<file path="config.mk">
export PLATFORM = sky130hd
export DESIGN_NAME = vpn_udp_handshake_tracker
export DESIGN_NICKNAME = d
export VERILOG_FILES = /design/src/rtl/core/vuht_pkg.sv /design/src/rtl/core/vuht_step.sv /design/src/rtl/core/vpn_udp_handshake_tracker.sv
export SDC_FILE = /design/constraint.sdc
export NUM_CORES = 1
export LEC_CHECK = 0
export BUFFER_PORTS_ARGS = -buffer_cell sky130_fd_sc_hd__buf_2
export CAP_MARGIN = 20
export CORE_MARGIN = 5
export CORE_UTILIZATION = 56
export CTS_CLUSTER_DIAMETER = 150
export DETAILED_ROUTE_END_ITERATION = 7
export PLACE_DENSITY_LB_ADDON = 0.3
export RECOVER_POWER = 100
export SLEW_MARGIN = 20
export SYNTH_ARGS = -nofsm -noshare
export SYNTH_HDL_FRONTEND = slang
export SYNTH_SLANG_ARGS = --single-unit
</file>
<file path="constraint.sdc">
create_clock -name clk -period 5.2 [get_ports clk]
set_input_delay 1.04 -clock clk [delete_from_list [all_inputs] [get_ports clk]]
set_output_delay 1.04 -clock clk [all_outputs]
set_load 0.01 [all_outputs]
</file>
<file path="src/rtl/core/vuht_pkg.sv">
`default_nettype none
package vuht_pkg;

	// Opcodes carried in the upper five bits of the first byte
	localparam logic [4:0] OP_HARD_RESET_CLIENT_V1 = 5'd1;
	localparam logic [4:0] OP_HARD_RESET_SERVER_V1 = 5'd2;
	localparam logic [4:0] OP_SOFT_RESET           = 5'd3;
	localparam logic [4:0] OP_CONTROL              = 5'd4;
	localparam logic [4:0] OP_ACK                  = 5'd5;
	localparam logic [4:0] OP_DATA_V1              = 5'd6;
	localparam logic [4:0] OP_HARD_RESET_CLIENT_V2 = 5'd7;
	localparam logic [4:0] OP_HARD_RESET_SERVER_V2 = 5'd8;
	localparam logic [4:0] OP_DATA_V2              = 5'd9;

	// Violation codes
	localparam logic [2:0] VIOL_NONE       = 3'd0;
	localparam logic [2:0] VIOL_NO_PAYLOAD = 3'd1;
	localparam logic [2:0] VIOL_BAD_START  = 3'd2;
	localparam logic [2:0] VIOL_SOFT_INIT  = 3'd3;
	localparam logic [2:0] VIOL_ACK_INIT   = 3'd4;
	localparam logic [2:0] VIOL_BAD_DATA   = 3'd5;
	localparam logic [2:0] VIOL_UNKNOWN_OP = 3'd6;

	// Event codes
	localparam logic [1:0] EV_NONE        = 2'd0;
	localparam logic [1:0] EV_HARD_RESET  = 2'd1;
	localparam logic [1:0] EV_SOFT_RESET  = 2'd2;
	localparam logic [1:0] EV_ESTABLISHED = 2'd3;

	// Hard reset kinds
	localparam logic [2:0] RK_CLIENT_V1     = 3'd0;
	localparam logic [2:0] RK_SERVER_V1     = 3'd1;
	localparam logic [2:0] RK_CLIENT_V2     = 3'd2;
	localparam logic [2:0] RK_SERVER_V2     = 3'd3;
	localparam logic [2:0] RK_PRESHARED     = 3'd4;

	// Probe test thresholds
	localparam logic [15:0] TLS_MIN_LEN = 16'd41;
	localparam logic [15:0] PSK_MIN_LEN = 16'd40;
	localparam logic [7:0]  PROBE_MAX   = 8'd1;

	typedef enum logic [2:0] {
		HS_INIT         = 3'd0,
		HS_HARD_CLIENT  = 3'd1,
		HS_HARD_SERVER  = 3'd2,
		HS_SOFT         = 3'd3,
		HS_CONTROL      = 3'd4,
		HS_DATA         = 3'd5
	} hs_t;

	typedef struct packed {
		logic [7:0]  first_byte;
		logic [15:0] packet_length;
		logic [7:0]  probe_byte_32;
		logic [7:0]  probe_byte_33;
		logic [7:0]  probe_byte_36;
		logic [7:0]  probe_byte_37;
		logic        from_originator;
	} pkt_t;

	typedef struct packed {
		logic [4:0] opcode_out;
		logic [2:0] key_id_out;
		logic       confirmed;
		logic [2:0] violation_code;
		logic [1:0] event_code;
		logic [2:0] reset_kind;
		logic       soft_reset_from_client;
		logic       tls_mode_out;
	} res_t;

	typedef struct packed {
		hs_t  hs;
		logic tls_sel;
		logic established;
		logic orig_client;
		logic first_seen;
	} trk_t;

	localparam trk_t TRK_RESET = '{
		hs:          HS_INIT,
		tls_sel:     1'b0,
		established: 1'b0,
		orig_client: 1'b1,
		first_seen:  1'b0
	};

endpackage
`default_nettype wire

</file>
<file path="src/rtl/core/vuht_step.sv">
`default_nettype none
module vuht_step (
	input  var vuht_pkg::pkt_t pkt,
	input  var vuht_pkg::trk_t trk,
	output vuht_pkg::res_t     res,
	output vuht_pkg::trk_t     trk_nxt
);

	logic [4:0] op;
	logic       is_hrc;
	logic       is_hrs;
	logic       tls_ok;
	logic       psk_ok;

	assign op     = pkt.first_byte[7:3];
	assign is_hrc = (op == vuht_pkg::OP_HARD_RESET_CLIENT_V1) ||
	                (op == vuht_pkg::OP_HARD_RESET_CLIENT_V2);
	assign is_hrs = (op == vuht_pkg::OP_HARD_RESET_SERVER_V1) ||
	                (op == vuht_pkg::OP_HARD_RESET_SERVER_V2);
	assign tls_ok = (pkt.packet_length > vuht_pkg::TLS_MIN_LEN) &&
	                ((pkt.probe_byte_33 <= vuht_pkg::PROBE_MAX) ||
	                 (pkt.probe_byte_37 <= vuht_pkg::PROBE_MAX));
	assign psk_ok = (pkt.packet_length > vuht_pkg::PSK_MIN_LEN) &&
	                ((pkt.probe_byte_32 <= vuht_pkg::PROBE_MAX) ||
	                 (pkt.probe_byte_36 <= vuht_pkg::PROBE_MAX));

	always_comb begin
		trk_nxt = trk;
		res     = '0;
		if (pkt.packet_length == '0) begin
			// no payload: flag it, keep state
			res.violation_code = vuht_pkg::VIOL_NO_PAYLOAD;
			res.tls_mode_out   = trk.tls_sel;
		end else begin
			res.opcode_out = op;
			res.key_id_out = pkt.first_byte[2:0];
			if (!trk.first_seen) begin
				// server branch is reached only when the client test failed
				if (is_hrc && tls_ok) begin
					trk_nxt.tls_sel     = 1'b1;
					trk_nxt.orig_client = 1'b1;
					res.confirmed       = 1'b1;
				end else if ((is_hrc || is_hrs) && tls_ok) begin
					trk_nxt.tls_sel     = 1'b1;
					trk_nxt.orig_client = 1'b0;
					res.confirmed       = 1'b1;
				end else if (psk_ok) begin
					trk_nxt.tls_sel  = 1'b0;
					res.confirmed    = 1'b1;
				end else begin
					res.violation_code = vuht_pkg::VIOL_BAD_START;
				end
				trk_nxt.first_seen = 1'b1;
				if (!trk_nxt.tls_sel) begin
					res.event_code = vuht_pkg::EV_HARD_RESET;
					res.reset_kind = vuht_pkg::RK_PRESHARED;
				end
			end
			if (trk_nxt.tls_sel) begin
				case (op)
					vuht_pkg::OP_HARD_RESET_CLIENT_V1,
					vuht_pkg::OP_HARD_RESET_SERVER_V1,
					vuht_pkg::OP_HARD_RESET_CLIENT_V2,
					vuht_pkg::OP_HARD_RESET_SERVER_V2: begin
						trk_nxt.hs          = is_hrc ? vuht_pkg::HS_HARD_CLIENT
						                             : vuht_pkg::HS_HARD_SERVER;
						trk_nxt.established = 1'b0;
						res.event_code      = vuht_pkg::EV_HARD_RESET;
						if (op == vuht_pkg::OP_HARD_RESET_CLIENT_V1)
							res.reset_kind = vuht_pkg::RK_CLIENT_V1;
						else if (op == vuht_pkg::OP_HARD_RESET_SERVER_V1)
							res.reset_kind = vuht_pkg::RK_SERVER_V1;
						else if (op == vuht_pkg::OP_HARD_RESET_CLIENT_V2)
							res.reset_kind = vuht_pkg::RK_CLIENT_V2;
						else
							res.reset_kind = vuht_pkg::RK_SERVER_V2;
					end
					vuht_pkg::OP_SOFT_RESET: begin
						if (trk_nxt.hs == vuht_pkg::HS_INIT) begin
							res.violation_code = vuht_pkg::VIOL_SOFT_INIT;
						end else begin
							trk_nxt.hs                 = vuht_pkg::HS_SOFT;
							res.event_code             = vuht_pkg::EV_SOFT_RESET;
							res.soft_reset_from_client =
								(trk_nxt.orig_client == pkt.from_originator);
						end
					end
					vuht_pkg::OP_CONTROL: begin
						if (trk_nxt.hs != vuht_pkg::HS_INIT)
							trk_nxt.hs = vuht_pkg::HS_CONTROL;
					end
					vuht_pkg::OP_ACK: begin
						if (trk_nxt.hs == vuht_pkg::HS_INIT)
							res.violation_code = vuht_pkg::VIOL_ACK_INIT;
					end
					vuht_pkg::OP_DATA_V1,
					vuht_pkg::OP_DATA_V2: begin
						if (trk_nxt.hs == vuht_pkg::HS_CONTROL) begin
							trk_nxt.established = 1'b1;
							trk_nxt.hs          = vuht_pkg::HS_DATA;
							res.event_code      = vuht_pkg::EV_ESTABLISHED;
						end else if (!((trk_nxt.hs == vuht_pkg::HS_DATA) &&
						               trk_nxt.established)) begin
							res.violation_code = vuht_pkg::VIOL_BAD_DATA;
						end
					end
					default: begin
						res.violation_code = vuht_pkg::VIOL_UNKNOWN_OP;
					end
				endcase
			end
			res.tls_mode_out = trk_nxt.tls_sel;
		end
	end

endmodule
`default_nettype wire

</file>
<file path="src/rtl/core/vpn_udp_handshake_tracker.sv">
// Tracks the handshake of a UDP tunnel from one packet summary per word and
// returns one result word per packet, in order. The first packet with a payload
// picks TLS or shared-key mode from its probe bytes (and is confirmed or flagged
// as a bad start); in TLS mode later packets walk the hard reset, soft reset,
// control and data steps, and reset, established and violation codes come out
// with the decoded opcode and key id. A packet of zero length is reported as a
// violation and leaves the state alone. Rate: one word per clock cycle in each
// direction, sustained while res_stall stays low. A word accepted on the input is
// registered in the input stage and evaluated there against the tracker state;
// when the result stage is free, its result word is registered in the result
// stage, which drives res and res_valid, and the tracker state is committed.
// The rate is set by the loop through the tracker state register.
`default_nettype none
module vpn_udp_handshake_tracker (
	input  var logic           clk,
	input  var logic           arst_n,
	input  var logic           pkt_valid,
	output logic               pkt_stall,
	input  var vuht_pkg::pkt_t pkt,
	output logic               res_valid,
	input  var logic           res_stall,
	output vuht_pkg::res_t     res
);

	// input stage
	logic           valid_s1;
	vuht_pkg::pkt_t pkt_s1;

	// result stage
	logic           valid_s2;
	vuht_pkg::res_t res_s2;

	// tracker state
	vuht_pkg::trk_t trk_q;

	vuht_pkg::res_t step_res;
	vuht_pkg::trk_t step_trk;

	logic out_free;
	logic adv_s1;

	// The result stage frees up either when empty or when its word leaves now.
	assign out_free  = !valid_s2 || !res_stall;
	assign adv_s1    = valid_s1 && out_free;
	// Hold the input side only when the input stage is full and cannot move on.
	assign pkt_stall = valid_s1 && !out_free;

	vuht_step u_step (
		.pkt     (pkt_s1),
		.trk     (trk_q),
		.res     (step_res),
		.trk_nxt (step_trk)
	);

	always_ff @(posedge clk or negedge arst_n) begin
		if (!arst_n) begin
			valid_s1 <= 1'b0;
			valid_s2 <= 1'b0;
			trk_q    <= vuht_pkg::TRK_RESET;
		end else begin
			if (!pkt_stall)
				valid_s1 <= pkt_valid;
			if (out_free)
				valid_s2 <= valid_s1;
			// commit state only when the evaluated word moves into the result stage
			if (adv_s1)
				trk_q <= step_trk;
		end
	end

	// payload registers: no reset
	always_ff @(posedge clk) begin
		if (pkt_valid && !pkt_stall)
			pkt_s1 <= pkt;
		if (adv_s1)
			res_s2 <= step_res;
	end

	assign res_valid = valid_s2;
	assign res       = res_s2;

endmodule
`default_nettype wire

</file>
==> results by stage, run 1 <==
Run status:
- The flow ran to the end, but the final reports show violations.
- The checks that failed: max-capacitance violations, max-slew violations.

Cells and area:
- Excluding fillers, the count of instances in the completed layout stands at 384.
- The area occupied by multi-input gates is between 800 and 900 um^2.
- The register area is 2390 um^2.
- The net total in the final layout is 365.
- The fraction of final layout cells sized beyond drive strength 1 is 0.256.
- Compared with the post-synthesis result, the final layout area differs by 16.5%.
- Fill cells in the final layout number 458.
- The number of antenna diodes in the final layout is 0.
- Measured on the finished design, the core utilization comes to 0.660.

Yosys:
- The mean instance size in the synthesized netlist is 14.9 um^2.
- The fraction of post-synthesis cell area in the top cell type by area is 0.653.
- Yosys printed 0 warnings.
- Synthesis instantiated 47 different standard cells from the library.
- The synthesized design contains 72 enable-type register cells.
- The most frequent cell after synthesis is edfxtp_1.
- After synthesis, the most frequently instantiated cells are 72 x edfxtp_1, 18 x nand2_1, 15 x and2_1.
- For this run, the register share of the synthesized area comes to 0.721.
- For this run, the leading register cell type out of synthesis is edfxtp_1.
- After synthesis, the share of flip-flops with an asynchronous set or reset is 0.111.
- After synthesis the cells add up to 3310 um^2.
- In the synthesized netlist, the number of instances is roughly 220.
- The post-synth net total is between 200 and 300.
- Ranked by total cell area, the synthesized netlist is headed by edfxtp_1 65%, dfrtp_1 6.0%, and2_1 2.8%.
- The largest total area in the synthesized netlist belongs to edfxtp_1.
- The number of synthesized register bits is 81.

STA:
- The maximum operating frequency is 0.268 GHz.
- The smallest clock period supported by the final layout is computed as 3730 ps.
- The worst setup skew after layout is 12.9 ps.
- Setup repair after global routing left no endpoint under its margin.
- For the pin with the worst max-slew slack, the measured transition is ~3200 ps.
- Setup violations remaining at the end of the flow were counted as 0.
- In the finished design, the share of the clock period the worst path needs comes to 0.718.
- The hold violation total from the final report was 0.
- The sum of negative setup slack is 0 ps.
- The final max-slew violation count is 54.
- The worst pin sits at a relative slew slack of -1.15.

Power and ir drop:
- Dividing total power by cell area gives a power density of 330 nW/um^2.
- Summed over all cells, the static leakage comes to around 1.4 nW.
- The maximum resistive drop on vdd is between 200 and 300 uV.

Global route:
- The first-pass GRT wire length is 9220 um.
- After global routing the overflow that remains totals 0.
- The via count of the first global-routing pass came to roughly 2100.
- The number of antenna violations at the first check in global routing is 0.
- Across every metal layer, demand over resource in global routing totals 0.161.
- Entering global routing, the biggest net connects 54 pins.

Floorplan:
- The overall die height is 86.9 um.
- The number of rows in the core area is 28.
- The floorplan die area is 7560 um^2.
- Pin placement for this block handled 82 I/O pins.
- The initial utilization of the core area, before any placement, comes to 0.566.
- The floorplan step set the die width to about 87 um.
- After floorplanning, the core was sized to cover 5850 um^2.

Critical path:
- The family with the most delay on the worst path is simple AND/OR/NAND/NOR gates.
- The worst register-to-register path begins at valid_s1.
- In this run the critical register-to-register path is captured at pkt_s1[54].
- The startpoint kind of the worst setup timing path is an input port.
- On the worst path, the slowest cell contributes a delay of 2330 ps.
- Data on the critical path arrives at its endpoint at approximately 3600 ps.
- The kind of end point of the critical path is a register.
- For the worst flop-to-flop path, the logic depth is 2.
- Traced cell by cell, the critical path runs through clkbuf_1, nand3_1, and2_0.
- The critical path class is in2reg.
- The worst-path cell with the longest stage delay is and2_0.
- The number of buffer and inverter stages on the critical path is 1.
- Of all nets on the critical path, the largest fanout is 53.
- The required time of the worst setup path is just over 5000 ps.
- The setup slack of the most critical reg-to-reg path is 1870 ps.

Worst hold path:
- The worst hold path belongs to the class reg2reg.
- The worst hold path was traced through 2 stages.
- The worst hold path begins at trk_q[1].
- The hold path endpoint is trk_q[1].

Drt:
- The routed via count divided by cell count is 5.34.
- After detailed routing, the number of remaining DRC violations is 0.
- The residual antenna-violating net count after detailed routing is 0.
- The count of vias placed by the detailed router is 2051.
- Before antenna repair, the detailed router went through 4 iterations.
- In the final routed layout, each cell accounts on average for around 15 um.
- The first routing iteration left 160 violations.
- The final layout contains routed wiring with a total length of roughly 5600 um.

CTS:
- The tree built by TritonCTS fans out to ~80 sinks.
- The later pin in the worst-skew pair is clocked with a latency of approximately 340 ps.
- The count of hold-fix buffers inserted at cts is 0.
- The number of clock buffers inserted by TritonCTS is 9.
- The H-tree was split into 3 levels.
- Clock-pin slew was measured on the worst setup and hold paths at roughly 80 ps.
- The total of cells resized after clock tree synthesis is 0.
- Post-CTS timing repair inserted 0 buffers for setup.
- Clock tree synthesis selected as its root buffer the cell clkbuf_8.
- In this run the deepest clock path goes through 2 buffers.
- The clock tree from TritonCTS is yes.

Place:
- The cell total after placement is about 370.
- Buffers placed on the I/O ports in this run total 77.
- Summed over all nets, the half-perimeter wirelength after detailed placement is 4060 um.
- The final weighted congestion of routability-driven global placement is 0.852.

Job:
- Across the run, the number of max-cap violations was 1.
where the power goes:
| part | switching, mW | total (mW) | internal (mW) |
|---|---|---|---|
| clock network | 0.207 | 0.423 | 0.217 |
| logic | 0.0456 | 0.0782 | 0.0325 |
| registers | 0.0161 | 0.773 | 0.757 |
| total | 0.268 | 1.27 | 1.01 |
cell type report:
type / instances / area share
Clock buffer: 9 / 0.0321
Sequential cell: 81 / 0.619
Tap cell: 75 / 0.0243
Timing Repair Buffer: 77 / 0.0924
Multi-Input combinational cell: 132 / 0.214
Clock inverter: 7 / 0.0159
Inverter: 3 / 0.00292
state kept, by name, indices dropped and copies added, names as in the netlist:
name       cells
trk_q          7
res_valid      1
pkt_s1        53
res           19
valid_s1       1
per-layer routing:
metal | part of all wire | track usage | up-vias
met5 | 0 | 0 | -
met4 | 0.019 | 0.0850 | 0
met3 | 0.065 | 0.0388 | 10
met2 | 0.49 | 0.262 | 60
met1 | 0.42 | 0.199 | 959
li1 | - | - | 1022
logic make-up (layout without fill, tap and decap cells):
logic type / Yosys count / in the layout / synth area share
simple gates: 92 / 92 / 0.164
flops: 81 / 81 / 0.721
compound gates: 37 / 37 / 0.0925
buf+inv: 10 / 96 / 0.0125
mux: 3 / 3 / 0.0102
worst min-delay path, stage by stage, from the launching register on:
cell and delay, ps:
dfstp_2 370, nand2_1 50, nand2_1 50
placed cells by master, fill, tap and decap left out, types with 2 or more instances in the layout:
cell type / Yosys / final
inv_1: 3 / 3
dfrtp_1: 8 / 8
clkinv_1: 0 / 2
mux2_2: 3 / 3
nand4b_1: 4 / 4
o31ai_1: 1 / 2
or2_0: 0 / 2
a21oi_1: 8 / 8
or3_1: 3 / 3
nor2b_1: 4 / 4
nor3_1: 6 / 6
nand3_1: 4 / 4
nand4_1: 2 / 2
nand2b_1: 7 / 7
nand2_1: 18 / 18
o21ai_0: 10 / 10
nor4_1: 8 / 8
a211oi_1: 3 / 3
buf_2: 0 / 54
edfxtp_1: 72 / 72
clkinv_2: 0 / 3
and2_0: 0 / 6
and2_1: 15 / 9
a2111oi_0: 0 / 2
nand4bb_1: 2 / 2
clkbuf_1: 6 / 23
or4_1: 2 / 2
nor2_1: 6 / 6
clkbuf_8: 0 / 9
through the flow:
step	worst slack, ps	area, um^2	power [mW]	hold slack [ps]
2_1_floorplan	2260	3310	0.827	437
3_5_place_dp	1760	3760	0.870	457
5_1_grt	1190	3860	1.33	479
3_3_place_gp	1810	3760	0.866	446
6_report	1470	3860	1.27	466
4_1_cts	2090	3950	1.29	468
worst max-delay path by stage:
| stage | start | end | cells after the start |
|---|---|---|---|
| detailed placement | res_stall | trk_q[6] | 7 |
| floorplan | res_stall | trk_q[4] | 6 |
| finish | res_stall | pkt_s1[54] | 3 |
| CTS | res_stall | trk_q[6] | 7 |
| global placement | res_stall | trk_q[5] | 7 |
| global route | res_stall | pkt_s1[50] | 3 |
No activity file was read; power rests on OpenSTA's default activity.
==> run 2, diff against run 1 <==
- ABC_AREA: not set -> 1
- CORE_UTILIZATION: 56 -> 52
- clock period: 5.2 -> 3.75 ns (I/O delays scaled with it)
==> run 2 against run 1 <==
Effect of this change:
- the flow still finishes with violations (max-capacitance violations, max-slew violations)
- power up 48%
- first-iteration DRC count decreased by 28%
- die area grew 6.8%
- wire length hardly changed
- sequential power up 42%
- worst setup slack got worse by 190 ps
- area after synthesis is the same
- flip-flop and latch count unchanged
- worst hold slack worse by 150 ps
- clock power up 49%
- count of clock-buffer cells in the layout is the same
- critical path type unchanged
- largest cell class unchanged
- largest power group unchanged
==> results by stage, run 2 <==
CTS:
- The clock transition time at the flip-flop clock pins of the worst setup and hold paths is 90 ps (was 80 ps).
- The total of cells resized after clock tree synthesis is 0 (unchanged).
- The CTS root buffer is clkbuf_8 (unchanged).
- The number of H-tree levels is 3 (unchanged).
- The clock sink count was 81 (unchanged).
- The clock network latency to the later pin of the worst-skew pair is 350 ps (was 340 ps).
- The count of hold-fix buffers inserted at cts is 0 (unchanged).
- The number of buffers added for setup after CTS is 0 (unchanged).
- The number of clock buffers inserted by TritonCTS is 9 (unchanged).
- The clock tree from TritonCTS is yes (unchanged).
- The maximum root-to-sink buffer count is 2 (unchanged).

Floorplan:
- The number of rows in the core area is 29 (was 28).
- The standard cell core area is 6280 um^2 (was 5850 um^2).
- The floorplan die area is 8070 um^2 (was 7560 um^2).
- The overall die height came to 89.8 um (was 86.9 um).
- The effective utilization at floorplan is 0.528 (was 0.566).
- The top-level I/O count came to 82 (unchanged).
- The chip width came to 89.8 um (was 86.9 um).

Critical path:
- The critical path class is in2reg (unchanged).
- The kind of end point of the critical path is a register (unchanged).
- The cell depth of the worst flop-to-flop path came to 10 (was 2).
- The number of buffer and inverter stages on the critical path was 3 (was 1).
- The critical path endpoint is pkt_s1[53] (was pkt_s1[54]).
- Critical path, cell by cell: clkbuf_1, nand2_1, nor2_1, inv_1, nand2_1, inv_1 (was clkbuf_1, nand3_1, and2_0).
- The critical path startpoint is res_stall (unchanged).
- The setup slack of the most critical reg-to-reg path is 1360 ps (was 1870 ps).
- The arrival time of data at the critical path endpoint is 2420 ps (was 3610 ps).
- The destination of the worst register-to-register timing path is res[8] (was pkt_s1[54]).
- The family with the most delay on the worst path is buffers and inverters (was simple AND/OR/NAND/NOR gates).
- The total stage count of the critical path is 6 (was 3).
- The startpoint kind of the worst setup timing path is an input port (unchanged).
- The beginning of the worst register-to-register path is pkt_s1[53] (was valid_s1).
- The largest driver fanout on the critical path was 53 (unchanged).
- The worst-path cell with the longest stage delay is inv_1 (was and2_0).
- The maximum cell stage delay along the critical path is 1300 ps (was 2330 ps).
- The required time of the worst setup path is 3690 ps (was 5080 ps).

Cells and area:
- The antenna diode count is 0 (unchanged).
- The register with the most flip-flops is pkt_s1 (unchanged).
- The fill cell total of the finished layout is 484 (was 458).
- The flip-flop count of the largest register, all copies and words added is 53 (unchanged).
- The net total in the final layout came to 420 (was 365).
- The synthesis-to-finish area growth is 17.8% (was 16.5%).
- Leading cell types in the layout, fill and taps excluded: 72 x edfxtp_1, 53 x buf_2, 47 x nand2_1 (was 72 x edfxtp_1, 54 x buf_2, 23 x clkbuf_1).
- The most common cell after layout, fill and taps aside is edfxtp_1 (unchanged).
- The fraction of final layout cells sized beyond drive strength 1 was 0.250 (was 0.256).

Global route:
- The via count of the first global-routing pass is 2115 (was 2067).
- The remaining global-route overflow is 0 (unchanged).
- The all-layer global routing usage is 0.142 (was 0.161).
- The number of antenna violations at the first check in global routing is 0 (unchanged).
- The largest net degree at the start of global routing is 54 (unchanged).
- The first-pass GRT wire length is 9140 um (was 9220 um).

Worst hold path:
- The worst min-delay path class is in2async (was reg2reg).

Yosys:
- Most numerous cell types in the synthesized netlist: 72 x edfxtp_1, 46 x nor2_1, 45 x nand2_1 (was 72 x edfxtp_1, 18 x nand2_1, 15 x and2_1).
- The number of distinct standard cells referenced by the synthesized netlist came to 29 (was 47).
- The fraction of post-synthesis cell area in the top cell type by area is 0.653 (unchanged).
- The most frequent cell after synthesis was edfxtp_1 (unchanged).
- The most frequently used flop master after synthesis is edfxtp_1 (unchanged).
- The post-synth net total is 331 (was 284).
- The fraction of registers with async set/reset is 0.111 (unchanged).
- The synthesized area is 3310 um^2 (unchanged).
- The cell taking the most area after synthesis is edfxtp_1 (unchanged).
- The yosys synthesis warning count is 0 (unchanged).
- The mean instance size in the synthesized netlist was 12.3 um^2 (was 14.9 um^2).
- The number of synthesized register bits came to 81 (unchanged).
- The part of the Yosys area used for sequential elements came to 0.721 (unchanged).
- The synthesized instance count is 270 (was 223).
- Cell types occupying the most area after synthesis: edfxtp_1 65%, dfrtp_1 6.0%, nor2_1 5.2% (was edfxtp_1 65%, dfrtp_1 6.0%, and2_1 2.8%).
- The count of flip-flops with a built-in enable after synthesis is 72 (unchanged).

Drt:
- The number of design rule violations left after detail routing was 0 (unchanged).
- The violation count after the first detailed-routing iteration came to 116 (was 160).
- The routed via count divided by cell count is 4.90 (was 5.34).
- The number of detailed-route iterations in the first pass is 4 (unchanged).
- The residual antenna-violating net count after detailed routing is 0 (unchanged).
- The detailed-route wire length is 5580 um (about the same).
- The post-detailed-route wirelength per cell was 12.7 um (was 14.5 um).
- The count of vias placed by the detailed router is 2162 (was 2051).

Place:
- The final weighted congestion of routability-driven global placement is 0.887 (was 0.852).
- The number of input and output port buffers inserted came to 77 (unchanged).
- The HPWL after detailed placement is 4110 um (was 4060 um).

Run status:
- Run status: finished with violations (unchanged).
- Violated checks: max-capacitance violations, max-slew violations (unchanged).

Power and ir drop:
- The power density over the cells is 483 nW/um^2 (was 330 nW/um^2).
- The maximum resistive drop on vdd is 342 uV (was 258 uV).
- The leakage component of the power was 1.62 nW (was 1.41 nW).

STA:
- The sum of negative setup slack is 0 ps (unchanged).
- RSZ-0062 raised after global routing: no (unchanged).
- The total of endpoints with negative setup slack in the final report is 0 (unchanged).
- The final max-slew violation count is 54 (unchanged).
- The normalized max-slew margin is -0.224 (was -1.15).
- The transition at the pin with the smallest max-transition slack came to 1830 ps (was 3220 ps).
- Dividing the final minimum period by the clock period gives 0.659.
- The hold violation total from the final report is 0 (unchanged).
- The maximum operating frequency is approximately 0.4 GHz.
- The worst setup skew after layout is 8.81 ps (was 12.9 ps).
- The final hold slack was 317 ps (was 466 ps).
- The shortest clock period the worst path allows after layout is approximately 2500 ps.

Job:
- The max-capacitance violation count is 1 (unchanged).
-- run 2: final cells by class --
type                       instances  area, um^2  area share
clock buffer                       9         124      0.0317
inverter                          33         126      0.0324
sequential                        81        2390       0.612
tap                               77        96.3      0.0247
multi-input combinational        156         731       0.187
clock inverter                     7        77.6      0.0199
timing repair buffer              78         359      0.0920
-- run 2: worst register-to-register path: cells and delay by family (launching register included) --
kind	cells	cell delay [ps]
flip-flops	1	450
AND/OR/NAND/NOR	9	1450
buffers and inverters	1	240
-- run 2: cells by family (layout without fill, tap and decap cells) --
group           count (synthesis)  count (layout)  synth area share
simple gates                  144             144             0.219
flops                          81              81             0.721
compound gates                 12              12            0.0211
buf+inv                        33             127            0.0393
-- run 2: layer usage --
| layer | vias up | track usage | share of wire |
|---|---|---|---|
| li1 | 1097 | - | - |
| met5 | - | 0 | 0 |
| met4 | 0 | 0.0768 | 0.018 |
| met2 | 80 | 0.233 | 0.49 |
| met3 | 11 | 0.0526 | 0.087 |
| met1 | 974 | 0.161 | 0.41 |
-- run 2: per-stage QoR --
step	utilization	area, um^2	worst slack (ps)	instances	total power, mW
3_5_place_dp	0.606	3810	1490	425	1.29
3_3_place_gp	0.606	3810	1510	425	1.28
6_report	0.622	3900	1280	441	1.89
2_1_floorplan	-	3310	1080	270	1.21
5_1_grt	0.622	3900	1110	441	1.97
4_1_cts	0.638	4010	1830	441	1.91
-- run 2: how the worst min path moves through the flow --
stage | endpoint | slack (ps) | depth (start not counted)
2_1_floorplan | res_valid | 430 | 2
3_3_place_gp | res_valid | 450 | 2
3_5_place_dp | res_valid | 480 | 2
4_1_cts | valid_s1 | 230 | 1
5_1_grt | valid_s1 | 350 | 1
6_report | trk_q[3] | 320 | 1
-- run 2: power by group --
part,switching (mW),total (mW),internal (mW),leakage [nW]
registers,0.0238,1.10,1.07,0.807
logic,0.105,0.160,0.0550,0.721
clock network,0.317,0.630,0.313,0.0954
